<file path="config.mk">
export PLATFORM = sky130hd
export DESIGN_NAME = lcns_window
export DESIGN_NICKNAME = d
export VERILOG_FILES = /design/src/design/lcns_pkg.sv /design/src/design/lcns_window.sv
export SDC_FILE = /design/constraint.sdc
export NUM_CORES = 1
export LEC_CHECK = 0
export BUFFER_PORTS_ARGS = -buffer_cell sky130_fd_sc_hd__buf_2
export CORE_MARGIN = 2
export CORE_UTILIZATION = 38
export DETAILED_ROUTE_END_ITERATION = 8
export PLACE_DENSITY = 0.58
export SETUP_SLACK_MARGIN = 0.15
export SLEW_MARGIN = 20
export SYNTH_ARGS = -nofsm -noshare
export SYNTH_HDL_FRONTEND = slang
export SYNTH_SLANG_ARGS = --single-unit
</file>
<file path="constraint.sdc">
create_clock -name clk -period 25.1 [get_ports clk]
set_input_delay 7.53 -clock clk [delete_from_list [all_inputs] [get_ports clk]]
set_output_delay 7.53 -clock clk [all_outputs]
set_load 0.005 [all_outputs]
</file>
<file path="src/design/lcns_pkg.sv">
package lcns_pkg;

  localparam int CFG_W       = 11;
  localparam int CFG_IDX_W   = 2;
  localparam int CODE_W      = 8;
  localparam int MIN_GRID    = 3;
  localparam int FOREST_LIMIT = 5;
  localparam int AGRI_LIMIT  = 2;
  localparam int WIN_SIZE    = 9;
  localparam int WIN_CENTRE  = 4;
  localparam int FIFO_DEPTH  = 4;

  localparam int DEF_MAX_COLUMNS = 1024;
  localparam int DEF_MAX_ROWS    = 1024;
  localparam int DEF_CLASS_BITS  = 8;

  localparam logic [CFG_W-1:0]  RST_COLUMNS     = 11'd1024;
  localparam logic [CFG_W-1:0]  RST_ROWS        = 11'd1024;
  localparam logic [CODE_W-1:0] RST_FOREST      = 8'd1;
  localparam logic [CODE_W-1:0] RST_AGRICULTURE = 8'd2;

  typedef enum logic [CFG_IDX_W-1:0] {
    REG_GRID_COLUMNS     = 2'd0,
    REG_GRID_ROWS        = 2'd1,
    REG_FOREST_CODE      = 2'd2,
    REG_AGRICULTURE_CODE = 2'd3
  } cfg_reg_t;

endpackage

</file>
<file path="src/design/lcns_window.sv">
module lcns_window
  import lcns_pkg::*;
#(
  parameter int CLASS_BITS = 8
) (
  input  logic                  clk,
  input  logic                  rst_n,
  input  logic                  shift_en,
  input  logic [CLASS_BITS-1:0] top_cell,
  input  logic [CLASS_BITS-1:0] mid_cell,
  input  logic [CLASS_BITS-1:0] new_cell,
  input  logic [CLASS_BITS-1:0] forest,
  input  logic [CLASS_BITS-1:0] agri,
  output logic [CLASS_BITS-1:0] smoothed
);

  logic [CLASS_BITS-1:0] win_r   [WIN_SIZE];
  logic [CLASS_BITS-1:0] win_nxt [WIN_SIZE];
  logic [3:0]            n_forest;
  logic [3:0]            n_agri;
  logic [CLASS_BITS-1:0] centre;

  always_comb begin
    win_nxt[0] = win_r[1];
    win_nxt[1] = win_r[2];
    win_nxt[2] = top_cell;
    win_nxt[3] = win_r[4];
    win_nxt[4] = win_r[5];
    win_nxt[5] = mid_cell;
    win_nxt[6] = win_r[7];
    win_nxt[7] = win_r[8];
    win_nxt[8] = new_cell;
  end

  // neighbour counts on the window as it stands after this shift
  always_comb begin
    n_forest = 4'd0;
    n_agri   = 4'd0;
    for (int k = 0; k < WIN_SIZE; k++) begin
      if (k != WIN_CENTRE) begin
        n_forest = n_forest + 4'(win_nxt[k] == forest);
        n_agri   = n_agri + 4'(win_nxt[k] == agri);
      end
    end
    centre = win_nxt[WIN_CENTRE];
    priority if (n_forest > 4'(FOREST_LIMIT)) begin
      smoothed = (centre == agri) ? forest : centre;
    end else if (n_agri > 4'(AGRI_LIMIT) && centre == forest) begin
      smoothed = agri;
    end else begin
      smoothed = centre;
    end
  end

  always_ff @(posedge clk) begin
    if (!rst_n) begin
      for (int k = 0; k < WIN_SIZE; k++) begin
        win_r[k] <= '0;
      end
    end else if (shift_en) begin
      for (int k = 0; k < WIN_SIZE; k++) begin
        win_r[k] <= win_nxt[k];
      end
    end
  end

endmodule

</file>
==> results.json <==
{
  "dieHeight_um": 108,
  "worst-path-max-fanout": 10,
  "synth_commonest_cells": "xnor2_1 (85), xor2_1 (55), and3_1 (48), edfxtp_1 (48), nand4_1 (22)",
  "synth.most_common_cell": "xnor2_1",
  "cpMostUsedCell": "fa_1",
  "numCtsBuffers": 5,
  "synth_area_um2": 4120,
  "drt_pre_antenna_iters": 4,
  "ys.flop_type": "edfxtp_1",
  "top_register": "win_r",
  "skew_ns": 0.00503,
  "worstMarginPinSlew_ns": 0.756,
  "p_leak_nw": 1.78,
  "fmax_mhz": 51.2,
  "htreeDepth": 2,
  "grt_pass1_vias": 3099,
  "worst_ir_drop_vdd_mv": 0.0234,
  "die_area_um2": 11700,
  "placedCellCount": 545,
  "synth_edf_count": 48,
  "fin_tns_setup_ns": 0,
  "cpPeakStageDelay_ns": 0.58,
  "overflow": 0,
  "hold_path_class": "flip-flop to flip-flop",
  "die_w_um": 108,
  "synth_cell_types": 31,
  "powerDensity_nw_per_um2": 44.0,
  "worst_path_max_delay_cell": "fa_1",
  "worstPathArrival_ns": 11.98,
  "antenna_found_initial": 0,
  "area_growth_syn_to_layout_pct": 6.58,
  "cts_root_buf": "clkbuf_8",
  "post-route-period-util_pct": 77.7,
  "drcViolationCount": 0,
  "wl_per_cell_um": 19.4,
  "fillers": 1055,
  "cts.sinks": 48,
  "synth_top_area_share_pct": 35.0,
  "synth_seq_cells": 48,
  "portBuffers": 50,
  "final_cells": 553,
  "antennaDiodeCount": 0,
  "start_kind": "primary input",
  "drtIter0Drc": 117,
  "place_hpwl_mm": 7.64,
  "outcome": "finished, final reports clean",
  "final.min_clock_period_ns": 19.51,
  "drtAntennaViolNets": 0,
  "finalSetupViolations": 0,
  "critPathTopFamily": "adder cells",
  "clk_latency_ns": 0.30,
  "synth_fp_nets": 439,
  "wl_mm": 10.7,
  "crit_required_ns": 17.57,
  "grt_pass1_wl_mm": 17.1,
  "nets": 469,
  "cts_max_path_buffers": 2,
  "coreArea_um2": 10700,
  "place.gp.congestion": 0.890,
  "synth-async-reset-ratio_pct": 0,
  "worst-path-buf-inv": 5,
  "synth_warnings": 0,
  "track_usage_pct": 19.7,
  "cts-resized-gates": 0,
  "tritoncts": "built",
  "path_cells": "buf_2, xnor2_1, nand4_1, nor2_1, fa_1, inv_1, fa_1, inv_1, fa_1, ha_1, inv_1, fa_1, or2b_2, a31oi_1, and4_1, a21o_4, o21ai_2, buf_2",
  "postCtsSetupBuffers": 0,
  "yosysSeqAreaShare_pct": 35.0,
  "placementRows": 38,
  "critical_path_class": "primary input to output pin",
  "grt_max_degree": 50,
  "syn_inst": 382,
  "slew-limit-headroom_pct": 49.6,
  "final-hold-violation-count": 0,
  "regArea_um2": 1440,
  "multi_input_area_um2": 2370,
  "max_cap_viol_count": 0,
  "largest_register_ffs": 48,
  "rsz0062_at_grt": "false",
  "initial_core_util_pct": 38.5,
  "postCtsHoldBufs": 0,
  "report.final.slew_viol_count": 0,
  "synth_area_leaders": "edfxtp_1 (35%), xnor2_1 (18%), xor2_1 (12%)",
  "vias": 2913,
  "drive_gt1_share_pct": 17.9,
  "viasPerCell": 5.27,
  "largestRegisters": "win_r: 48 flops",
  "setup.worst_path.end_class": "output pin",
  "yosys.area.top_type": "edfxtp_1",
  "path_clk_slew_ns": 0.08,
  "avgSynthCellArea_um2": 10.8,
  "io_pins": 51
}
-- through the flow --
step / cell area (um^2) / hold slack [ns] / setup slack (ns) / total power [W] / utilization (%)
6_report: 4400 / 0.659 / 5.59 / 0.000193 / 41.1
4_1_cts: 4400 / 0.661 / 5.60 / 0.000195 / 41.1
3_3_place_gp: 4320 / 0.637 / 5.66 / 0.000150 / 40.3
5_1_grt: 4400 / 0.681 / 5.31 / 0.000202 / 41.1
2_1_floorplan: 4120 / 0.614 / 6.25 / 0.000138 / -
3_5_place_dp: 4320 / 0.638 / 5.62 / 0.000150 / 40.3
-- logic make-up after synthesis --
group / count (synthesis) / synth area share, %
buffers and inverters: 48 / 7.74
xor gates and xnor gates: 144 / 31.3
AOI/OAI and AO/OA: 21 / 4.52
adders and majority gates: 14 / 5.70
and+or+nand+nor: 107 / 15.8
DFF: 48 / 35.0
-- final cells by class --
cell class                 instances  share of cell area (%)
tap                              140                    3.99
clock buffer                       7                    1.74
sequential                        48                    32.8
inverter                          20                    1.71
multi-input combinational        286                    53.8
clock inverter                     1                  0.0854
timing repair buffer              51                    5.86
-- layout by cell type, fill, tap and decap left out, types with 2 or more instances in the layout --
cell type / synthesis / routed
fa_1: 8 / 8
nand2_1: 6 / 6
inv_1: 20 / 20
nor4_1: 13 / 13
nor2_1: 10 / 10
clkbuf_8: 0 / 5
a21oi_1: 2 / 2
a32oi_1: 8 / 8
o21ai_2: 8 / 8
xnor2_1: 85 / 85
xnor2_2: 3 / 3
ha_1: 6 / 6
buf_2: 0 / 50
and3_1: 48 / 48
xor2_1: 55 / 55
clkbuf_1: 10 / 2
nand4_1: 22 / 22
edfxtp_1: 48 / 48
-- layer usage --
metal	share of wire [%]	global-route usage [%]	routed length, um	up-vias
met5	0	0	0	-
li1	-	-	-	1376
met3	6.8	3.62	732	13
met2	47	31.6	5010	100
met1	45	27.8	4820	1424
met4	1.4	4.30	153	0
-- power by group --
| group | switching [W] | internal (W) | leakage (nW) |
|---|---|---|---|
| registers | 0.00000676 | 0.0000949 | 0.524 |
| clock network | 0.0000254 | 0.0000195 | 0.0399 |
| logic | 0.0000252 | 0.0000215 | 1.22 |
| total | 0.0000573 | 0.000136 | 1.78 |
-- final timing paths --
path / start / to / depth (start not counted) / slack (ns)
worst max-delay path: agri[6] / smoothed[5] / 18 / 5.59
worst min-delay path: win_r[2][6] / win_r[1][6] / 1 / 0.66
worst max register to register: win_r[5][7] / win_r[4][7] / 1 / 24.14
worst min register to register: win_r[2][6] / win_r[1][6] / 1 / 0.66
Power figures use the tool's default switching activity.
