===== src/design/lcns_pkg.sv =====
package lcns_pkg;

  localparam int CFG_W       = 11;
  localparam int CFG_IDX_W   = 2;
  localparam int CODE_W      = 8;
  localparam int MIN_GRID    = 3;
  localparam int FOREST_LIMIT = 5;
  localparam int AGRI_LIMIT  = 2;
  localparam int WIN_SIZE    = 9;
  localparam int WIN_CENTRE  = 4;
  localparam int FIFO_DEPTH  = 4;

  localparam int DEF_MAX_COLUMNS = 1024;
  localparam int DEF_MAX_ROWS    = 1024;
  localparam int DEF_CLASS_BITS  = 8;

  localparam logic [CFG_W-1:0]  RST_COLUMNS     = 11'd1024;
  localparam logic [CFG_W-1:0]  RST_ROWS        = 11'd1024;
  localparam logic [CODE_W-1:0] RST_FOREST      = 8'd1;
  localparam logic [CODE_W-1:0] RST_AGRICULTURE = 8'd2;

  typedef enum logic [CFG_IDX_W-1:0] {
    REG_GRID_COLUMNS     = 2'd0,
    REG_GRID_ROWS        = 2'd1,
    REG_FOREST_CODE      = 2'd2,
    REG_AGRICULTURE_CODE = 2'd3
  } cfg_reg_t;

endpackage


===== src/design/lcns_out_fifo.sv =====
module lcns_out_fifo
  import lcns_pkg::*;
#(
  parameter int WIDTH = 30
) (
  input  logic             clk,
  input  logic             rst_n,
  input  logic             push0,
  input  logic             push1,
  input  logic [WIDTH-1:0] data0,
  input  logic [WIDTH-1:0] data1,
  output logic             room_for_two,
  output logic             out_valid,
  input  logic             out_ready,
  output logic [WIDTH-1:0] out_data
);

  localparam int PTR_W = $clog2(FIFO_DEPTH);
  localparam int CNT_W = $clog2(FIFO_DEPTH + 1);

  logic [WIDTH-1:0] slot_r [FIFO_DEPTH];
  logic [PTR_W-1:0] wr_ptr_r;
  logic [PTR_W-1:0] rd_ptr_r;
  logic [CNT_W-1:0] count_r;
  logic [CNT_W-1:0] count_nxt;
  logic [PTR_W-1:0] wr_ptr_p1;
  logic             pop;
  logic [CNT_W-1:0] n_push;

  assign pop          = out_valid && out_ready;
  assign out_valid    = (count_r != '0);
  assign out_data     = slot_r[rd_ptr_r];
  assign room_for_two = (count_r <= CNT_W'(FIFO_DEPTH - 2));
  assign wr_ptr_p1    = wr_ptr_r + PTR_W'(1);
  assign n_push       = CNT_W'(push0) + CNT_W'(push1);
  assign count_nxt    = count_r + n_push - CNT_W'(pop);

  always_ff @(posedge clk) begin
    if (push0) begin
      slot_r[wr_ptr_r] <= data0;
    end
    if (push1) begin
      slot_r[wr_ptr_p1] <= data1;
    end
  end

  always_ff @(posedge clk) begin
    if (!rst_n) begin
      wr_ptr_r <= '0;
      rd_ptr_r <= '0;
      count_r  <= '0;
    end else begin
      wr_ptr_r <= wr_ptr_r + PTR_W'(n_push);
      if (pop) begin
        rd_ptr_r <= rd_ptr_r + PTR_W'(1);
      end
      count_r <= count_nxt;
    end
  end

endmodule

===== config.mk =====
export PLATFORM = sky130hd
export DESIGN_NAME = lcns_out_fifo
export DESIGN_NICKNAME = d
export VERILOG_FILES = /design/src/design/lcns_pkg.sv /design/src/design/lcns_out_fifo.sv
export SDC_FILE = /design/constraint.sdc
export NUM_CORES = 1
export LEC_CHECK = 0
export ABC_AREA = 1
export BUFFER_PORTS_ARGS = -buffer_cell sky130_fd_sc_hd__buf_2
export CORE_MARGIN = 3
export CORE_UTILIZATION = 45
export CTS_BUF_LIST = sky130_fd_sc_hd__clkbuf_16
export CTS_CLUSTER_DIAMETER = 80
export CTS_CLUSTER_SIZE = 12
export DETAILED_ROUTE_END_ITERATION = 12
export PLACE_DENSITY_LB_ADDON = 0.3
export SLEW_MARGIN = 5
export SYNTH_ARGS = -nofsm -noshare
export SYNTH_HDL_FRONTEND = slang
export SYNTH_SLANG_ARGS = --single-unit

===== constraint.sdc =====
create_clock -name clk -period 4.23 [get_ports clk]
set_clock_uncertainty 0.05 [all_clocks]
set_input_delay 0.6345 -clock clk [delete_from_list [all_inputs] [get_ports clk]]
set_output_delay 0.6345 -clock clk [all_outputs]
set_load 0.02 [all_outputs]

==> flow_summary.ini, run 1 <==
[floorplan]
io_pins = 97
die-width_um = 123.4
core_area_mm2 = 0.01335
die_area_mm2 = 0.01522
rows = 42
fp.dieH_um = 123.4
initial_core_util = 0.4644

[detailed_routing]
wl_per_cell_um = 16.51
vias = 5024
vias_per_cell = 5.425
drt-initial-drc-count = 497
drc_errors = 0
drtPass1Iterations = 5
ant_nets = 0
wirelength_um = 15280

[timing]
fin_crit_ns = 3.079
finalCritPeriodShare = 0.7278
slew_violations = 0
slew_headroom = 0.2964
hold_violations = 0
tns_ns = 0
timing.fmax_mhz = 324.8
setup_viol = 0
worst_slew_pin_slew_ns = 1.054
rsz0062_at_grt = no

[grt]
antenna_found_initial = 0
grt_pass1_wl_um = 23990
grtUsageTotal = 0.2044
grt_overflow_total = 0
grt_start_max_net_pins = 61
grt_pass1_vias = 4912

[clock_network]
cts_tree = built
root_buffer = clkbuf_16
cts_setup_buffers = 0
cts-buffers-inserted = 17
ctsHoldBuffers = 0
cts_buffer_depth = 2
worstSkewPairLatency_ns = 0.41
cts_resized = 0
htree_levels = 4
path_clk_slew_ns = 0.05
cts_num_sinks = 129

[run_status]
status = complete, no violations

[synth]
syn-cell-area_mm2 = 0.006198
synthCells = 656
synthDistinctLibCells = 20
yosysSeqAreaShare = 0.6104
avgSynthCellArea_um2 = 9.449
ys.warnings.count = 0
syn-num-nets = 727
synth-seq-cells = 129

[layout]
layout_common_cells = o21ai_0, nand2_1, edfxtp_1
nets = 808
antenna_cells = 0
final_common_cell = o21ai_0
area_growth_pct = 18.39
nFillCells = 1225
drive_gt1_frac = 0.1867
fin_util = 0.5498

[critical_path]
end_kind = output pin
worstPathRequired_ns = 3.55
critPathLaunchType = register
worstPathMaxFanout = 31
max_stage_delay_ns = 0.80
crit_buf_inv = 3
crit_chain = buf_4, inv_1, o21ai_0, o22ai_1, buf_2
cp.arrival_ns = 2.39
crit_path_top_delay_cell = inv_1
crit_family = buffers and inverters
critical_path_class = reg2out

[pwr]
p_leak_nw = 3.091
power_density_mw_per_mm2 = 546.8
ir_worst_vdd_v = 0.0002804

[place]
portBuffers = 96
dpl.hpwl_um = 9252
gp_congestion = 0.7679

[worst_hold_path]
holdCritPathClass = reg2reg

[run]
maxCapViolations = 0
## Yosys cell counts (all sizes together)
library cell | instances | share of area
a21oi | 5 | 0.0040
o22ai | 30 | 0.030
nor2 | 67 | 0.041
o31ai | 3 | 0.0036
nand3 | 6 | 0.0073
clkbuf | 25 | 0.016
ha | 5 | 0.010
o21ai | 180 | 0.15
fa | 1 | 0.0032
edfxtp | 120 | 0.58
nand2 | 137 | 0.083
inv | 49 | 0.030
dfxtp | 9 | 0.029
buf | 18 | 0.015
a21boi | 1 | 0.0012
## metal layers
metal	wire length, µm	GRT usage
met4	288	0.07336
met2	7445	0.3459
met5	0	0
met1	6417	0.2560
met3	1133	0.04895
## where the power goes
| part | total, mW | internal, mW | switching, mW |
|---|---|---|---|
| clock network | 1.29 | 0.782 | 0.505 |
| logic | 1.08 | 0.315 | 0.762 |
| registers | 1.65 | 1.60 | 0.0482 |
| total | 4.01 | 2.70 | 1.32 |
## worst paths after layout
check	startpoint	endpoint	slack (ns)	cells past startpoint
worst max-delay path	register	out_data[22]	1.15	5
worst min-delay path	rd_ptr_r[0]$_SDFFE_PN0P_	register	0.43	2
worst max register to register	wr_ptr_r[0]$_SDFF_PN0_	slot_r[3][10]$_DFFE_PP_	1.96	4
worst min register to register	rd_ptr_r[0]$_SDFFE_PN0P_	register	0.43	2
## per-stage QoR
stage               hold slack (ns)  cell area (µm²)  setup slack (ns)  instances  power [mW]
floorplan                    0.3981             6198            0.7559        656       2.386
global placement             0.4146             6820             1.593        894       2.726
detailed placement           0.4175             6820             1.580        894       2.754
CTS                          0.4325             7338             1.127        926       4.034
global route                 0.4515             7338            0.9706        926       4.203
finish                       0.4322             7338             1.151        926       4.013
## logic make-up after synthesis
logic type | count (synthesis) | synth area share
AO/OA/AOI/OAI | 219 | 0.1845
AND/OR/NAND/NOR | 210 | 0.1312
flip-flops | 129 | 0.6104
buffers and inverters | 92 | 0.06056
adder cells (fa/ha/maj) | 6 | 0.01332
## sequential cells by signal (all words and copies together) (netlist names), named ones only
| signal | cells |
|---|---|
| slot_r | 120 |
| count_r | 3 |
| rd_ptr_r | 2 |
| wr_ptr_r | 2 |
## tightest hold or removal path: cells and delay by family, from the launching register on
| family | cells | cell delay, ns |
|---|---|---|
| flops | 1 | 0.32 |
| simple gates | 1 | 0.07 |
| compound gates | 1 | 0.05 |
## area by class of cell
class / count / area [µm²] / area share
Clock buffer: 17 / 425.4 / 0.05797
Clock inverter: 15 / 92.59 / 0.01262
Sequential cell: 129 / 3785 / 0.5158
Multi-Input combinational cell: 435 / 2083 / 0.2839
Inverter: 49 / 183.9 / 0.02506
Timing Repair Buffer: 105 / 548.0 / 0.07468
Tap cell: 176 / 220.2 / 0.03001
Note: power is estimated with default switching activity, not from simulation.
==> run 2: changes to the inputs <==
==> constraint.sdc (replaced) <==
create_clock -name clk -period 2.9 [get_ports clk]
set_clock_uncertainty 0.05 [all_clocks]
set_input_delay 0.435 -clock clk [delete_from_list [all_inputs] [get_ports clk]]
set_output_delay 0.435 -clock clk [all_outputs]
set_load 0.02 [all_outputs]
==> flow_summary.ini, run 2 (synthesized netlist as in run 1, its figures left out) <==
[run_status]
status = complete, no violations

[pwr]
ir_worst_vdd_v = 0.0004229
power.internal_mw = 4.343
seq_power_share = 0.379
switching_power_mw = 2.010
pwr-share-comb = 0.255
p_total_mw = 6.353
p_leak_nw = 3.173
power_density_mw_per_mm2 = 843.2
swShare = 0.3164
pwr-share-clk = 0.366

[floorplan]
die_area_mm2 = 0.01522
io_pins = 97
initial_core_util = 0.4644
rows = 42
core_area_mm2 = 0.01335
die-width_um = 123.4
fp.dieH_um = 123.4

[layout]
largest_reg_flops = 120
nFillCells = 1176
regMostFlops = slot_r
drive_gt1_frac = 0.2011
nets = 814
reg_top3 = slot_r (120), count_r (3)
final_common_cell = o21ai_0
layout_common_cells = o21ai_0, nand2_1, edfxtp_1
area_growth_pct = 21.56

[grt]
grt_overflow_total = 0
grt_start_max_net_pins = 61
antenna_found_initial = 1
grt_pass1_vias = 4902
grtUsageTotal = 0.2121
grt_pass1_wl_um = 24310

[detailed_routing]
drtPass1Iterations = 6
ant_nets = 0
vias_per_cell = 5.469
wirelength_um = 15710
vias = 5103
wl_per_cell_um = 16.83
drc_errors = 0
drt-initial-drc-count = 472

[timing]
worst_slew_pin_slew_ns = 1.114
fin_crit_ns = 2.479
finalCritPeriodShare = 0.8548
setup_viol = 0
setup_ws_ns = 0.4212
rsz0062_at_grt = no
hold_violations = 0
slew_headroom = 0.2573
tns_ns = 0
timing.fmax_mhz = 403.4
hold_slack_ns = 0.2477
slew_violations = 0

[clock_network]
cts_tree = built
path_clk_slew_ns = 0.06
cts_num_sinks = 129
cts_resized = 0
htree_levels = 4
cts-buffers-inserted = 17
cts_setup_buffers = 0
root_buffer = clkbuf_16
worstSkewPairLatency_ns = 0.41
cts_buffer_depth = 2
ctsHoldBuffers = 0

[critical_path]
rr_worst_depth = 3
critPathLaunchType = register
end_kind = output pin
cp.arrival_ns = 1.99
regToRegEndpoint = slot_r[1][11]$_DFFE_PP_
worstPathRequired_ns = 2.41
critical_path_class = reg2out
worstPathMaxFanout = 60
ff2ff_setup_slack_ns = 0.55
r2r_start = wr_ptr_r[0]$_SDFF_PN0_

[worst_hold_path]
holdCritPathClass = in2reg
min_delay_path_depth = 3
whs_endpoint = count_r[0]$_SDFF_PN0_
hp-start = rst_n

[run]
maxCapViolations = 0

[place]
dp_slack_ns = 0.5093
portBuffers = 96
gp_congestion = 0.7791
dpl.hpwl_um = 9628
-- run 2: cell type report --
type / count / area, µm² / area share
clock inverter: 15 / 216.5 / 0.02873
tap: 176 / 220.2 / 0.02923
sequential: 129 / 3785 / 0.5023
antenna: 1 / 2.502 / 0.0003321
inverter: 49 / 183.9 / 0.02441
multi-input combinational: 435 / 2083 / 0.2765
clock buffer: 17 / 425.4 / 0.05646
timing repair buffer: 111 / 618.1 / 0.08203
-- run 2: layer usage --
metal  up-vias  global-route usage  part of all wire
met5         -                   0                 0
met4         0             0.07266             0.016
met3        27             0.05810             0.077
met2       210              0.3690              0.51
met1      2411              0.2536              0.39
li1       2455                   -                 -
-- run 2: how the worst max path moves through the flow --
stage	from	to	slack (ns)	cells past startpoint
CTS	register	out_data[11]	0.40	4
global placement	wr_ptr_r[0]$_SDFF_PN0_	slot_r[1][14]$_DFFE_PP_	0.58	3
global route	register	out_data[11]	0.29	4
detailed placement	wr_ptr_r[0]$_SDFF_PN0_	slot_r[1][14]$_DFFE_PP_	0.51	3
finish	register	out_data[11]	0.42	4
floorplan	wr_ptr_r[0]$_SDFF_PN0_	slot_r[3][0]$_DFFE_PP_	-0.44	2
-- run 2: metrics by stage --
| step | utilization | instances | instance area, µm² |
|---|---|---|---|
| floorplan | - | 656 | 6198 |
| global placement | 0.5162 | 900 | 6890 |
| detailed placement | 0.5162 | 900 | 6890 |
| CTS | 0.5643 | 932 | 7532 |
| global route | 0.5645 | 933 | 7535 |
| finish | 0.5645 | 933 | 7535 |
-- run 2: critical path, stage by stage, from the launching register on --
cell and delay [ns]:
dfxtp_2 0.33, buf_4 0.52, o21ai_0 0.25, o22ai_1 0.26, buf_2 0.21
-- run 2: power groups by stage --
stage,Combinational (mW),Clock [mW],Sequential (mW)
floorplan,1.05,0,2.43
global placement,1.59,0,2.43
detailed placement,1.63,0,2.44
CTS,1.64,2.34,2.41
global route,1.79,2.42,2.43
finish,1.62,2.33,2.41
==> run 3: changes to the inputs <==
--- a/config.mk
+++ b/config.mk
@@ -5,12 +5,11 @@
 export SDC_FILE = /design/constraint.sdc
 export NUM_CORES = 1
 export LEC_CHECK = 0
-export ABC_AREA = 1
 export BUFFER_PORTS_ARGS = -buffer_cell sky130_fd_sc_hd__buf_2
 export CORE_MARGIN = 3
 export CORE_UTILIZATION = 45
 export CTS_BUF_LIST = sky130_fd_sc_hd__clkbuf_16
-export CTS_CLUSTER_DIAMETER = 80
+export CTS_CLUSTER_DIAMETER = 60
 export CTS_CLUSTER_SIZE = 12
 export DETAILED_ROUTE_END_ITERATION = 12
 export PLACE_DENSITY_LB_ADDON = 0.3
==> flow_summary.ini, run 3 <==
[grt]
grtUsageTotal = 0.1838
grt_pass1_wl_um = 20370
antenna_found_initial = 1
grt_overflow_total = 0
grt_pass1_vias = 3772
grt_start_max_net_pins = 26

[critical_path]
critical_path_class = reg2out
regToRegEndpoint = count_r[2]$_SDFF_PN0_
r2r_start = count_r[2]$_SDFF_PN0_
cp.arrival_ns = 1.91
ff2ff_setup_slack_ns = 0.83
end_kind = output pin
critPathLaunchType = register
worstPathRequired_ns = 2.41
rr_worst_depth = 8
worstPathMaxFanout = 17

[layout]
area_growth_pct = 23.08
fin_util = 0.5711
drive_gt1_frac = 0.6328
regMostFlops = slot_r
reg_top3 = slot_r (120), count_r (3)
nets = 521
layout_common_cells = edfxtp_1, mux2_2, buf_2
stdcell_count = 639
antenna_cells = 0
largest_reg_flops = 120
final_common_cell = edfxtp_1
nFillCells = 1070

[clock_network]
path_clk_slew_ns = 0.05
htree_levels = 4
cts_buffer_depth = 2
cts-buffers-inserted = 17
root_buffer = clkbuf_16
cts_tree = built
worstSkewPairLatency_ns = 0.41
cts_resized = 0
cts_num_sinks = 129
cts_setup_buffers = 0
ctsHoldBuffers = 0

[synth]
yosysSeqAreaShare = 0.6085
synth.most_common_cell = edfxtp_1
syn-num-nets = 408
synth_area_leaders = edfxtp_1, mux2_2, mux4_2
synth-edff-count = 120
ys.warnings.count = 0
synth_area_leader_cell = edfxtp_1
async_flop_share = 0
synth-seq-cells = 129
avgSynthCellArea_um2 = 18.45
ys.flop_type = edfxtp_1
ys_top_cells_by_count = edfxtp_1, mux2_2, mux4_2
synthCells = 337
syn-cell-area_mm2 = 0.006218
yosysTopAreaCellShare = 0.5795
synthDistinctLibCells = 25

[floorplan]
io_pins = 97
rows = 42
die-width_um = 123.6
initial_core_util = 0.4641
fp.dieH_um = 123.6
core_area_mm2 = 0.01340
die_area_mm2 = 0.01527

[detailed_routing]
drtPass1Iterations = 4
wl_per_cell_um = 20.68
wirelength_um = 13210
vias = 3498
vias_per_cell = 5.474
ant_nets = 0
drt-initial-drc-count = 196
drc_errors = 0

[timing]
finalCritPeriodShare = 0.8266
fin_crit_ns = 2.397
rsz0062_at_grt = no
slew_headroom = 0.5437
setup_viol = 0
hold_violations = 0
setup_ws_ns = 0.5029
timing.fmax_mhz = 417.2
worst_slew_pin_slew_ns = 0.6819
slew_violations = 0

[pwr]
p_leak_nw = 2.791
power_density_mw_per_mm2 = 811.5
ir_worst_vdd_v = 0.0003533

[run_status]
status = complete, no violations

[worst_hold_path]
whs_endpoint = slot_r[1][3]$_DFFE_PP_
hp-start = data0[3]
min_delay_path_depth = 2
holdCritPathClass = in2reg

[run]
maxCapViolations = 0

[place]
dpl.hpwl_um = 8435
portBuffers = 96
dp_cells = 607
dp_slack_ns = 0.6316
gp_congestion = 0.7348
-- run 3: cell count changes in the layout (fill, tap and decap cells not counted), sizes merged, moves of 3 or more --
cell / before / now
mux2: 0 / 120
nor2: 67 / 2
nand2b: 0 / 3
and2: 0 / 3
a21oi: 5 / 1
nand2: 137 / 2
inv: 51 / 10
o31ai: 3 / 0
mux4: 0 / 30
mux2i: 0 / 4
clkinv: 8 / 5
nand3: 6 / 1
o22ai: 30 / 0
o21ai: 180 / 2
-- run 3: layout make-up --
cell class                      instances  area [µm²]  area share
Multi-Input combinational cell        184        2374      0.3101
Sequential cell                       129        3786      0.4947
Clock inverter                         15       175.2     0.02289
Tap cell                              176       220.2     0.02877
Inverter                                6       22.52    0.002943
Timing Repair Buffer                  112       650.6     0.08501
Clock buffer                           17       425.4     0.05558
-- run 3: how the worst max path moves through the flow --
stage / startpoint / end / slack [ns] / depth (start not counted)
6_report: register / out_data[28] / 0.50 / 3
5_1_grt: register / out_data[23] / 0.42 / 3
4_1_cts: register / out_data[28] / 0.46 / 3
3_5_place_dp: push1 / count_r[2]$_SDFF_PN0_ / 0.63 / 10
3_3_place_gp: push1 / count_r[2]$_SDFF_PN0_ / 0.66 / 10
2_1_floorplan: wr_ptr_r[0]$_SDFF_PN0_ / slot_r[0][0]$_DFFE_PP_ / -0.26 / 2
-- run 3: kinds of logic (layout without fill, tap and decap cells) --
kind of cell	count (synthesis)	after routing	synth area share
AOI/OAI and AO/OA	5	5	0.005231
xor gates and xnor gates	2	2	0.007243
adders and majority gates	6	6	0.01328
buffers and inverters	24	150	0.01750
DFF	129	129	0.6085
muxes	154	154	0.3324
and+or+nand+nor	17	17	0.01590
-- run 3: where the power goes --
| group | switching [mW] | internal [mW] |
|---|---|---|
| logic | 0.844 | 0.748 |
| registers | 0.101 | 2.36 |
| clock network | 0.743 | 1.42 |
-- run 3: metrics by stage --
stage | setup TNS (ns) | hold WS (ns) | area (µm²) | total power [mW]
5_1_grt | 0 | 0.3065 | 7654 | 6.492
2_1_floorplan | -15.62 | 0.3989 | 6218 | 3.565
3_5_place_dp | 0 | 0.4244 | 7053 | 4.123
6_report | 0 | 0.3098 | 7654 | 6.211
4_1_cts | 0 | 0.2922 | 7654 | 6.295
3_3_place_gp | 0 | 0.4058 | 7053 | 4.085
-- run 3: worst max-delay path, cell delays in order, from the launching register on --
cell and delay, ns:
dfxtp_2 0.63, buf_4 0.32, mux4_2 0.37, buf_2 0.18
-- run 3: layer usage --
metal | track usage | part of all wire | wire length (µm)
met5 | 0 | 0.00083 | 11
met4 | 0.06505 | 0.010 | 135
met3 | 0.04666 | 0.044 | 577
met2 | 0.3126 | 0.51 | 6779
met1 | 0.2284 | 0.43 | 5711
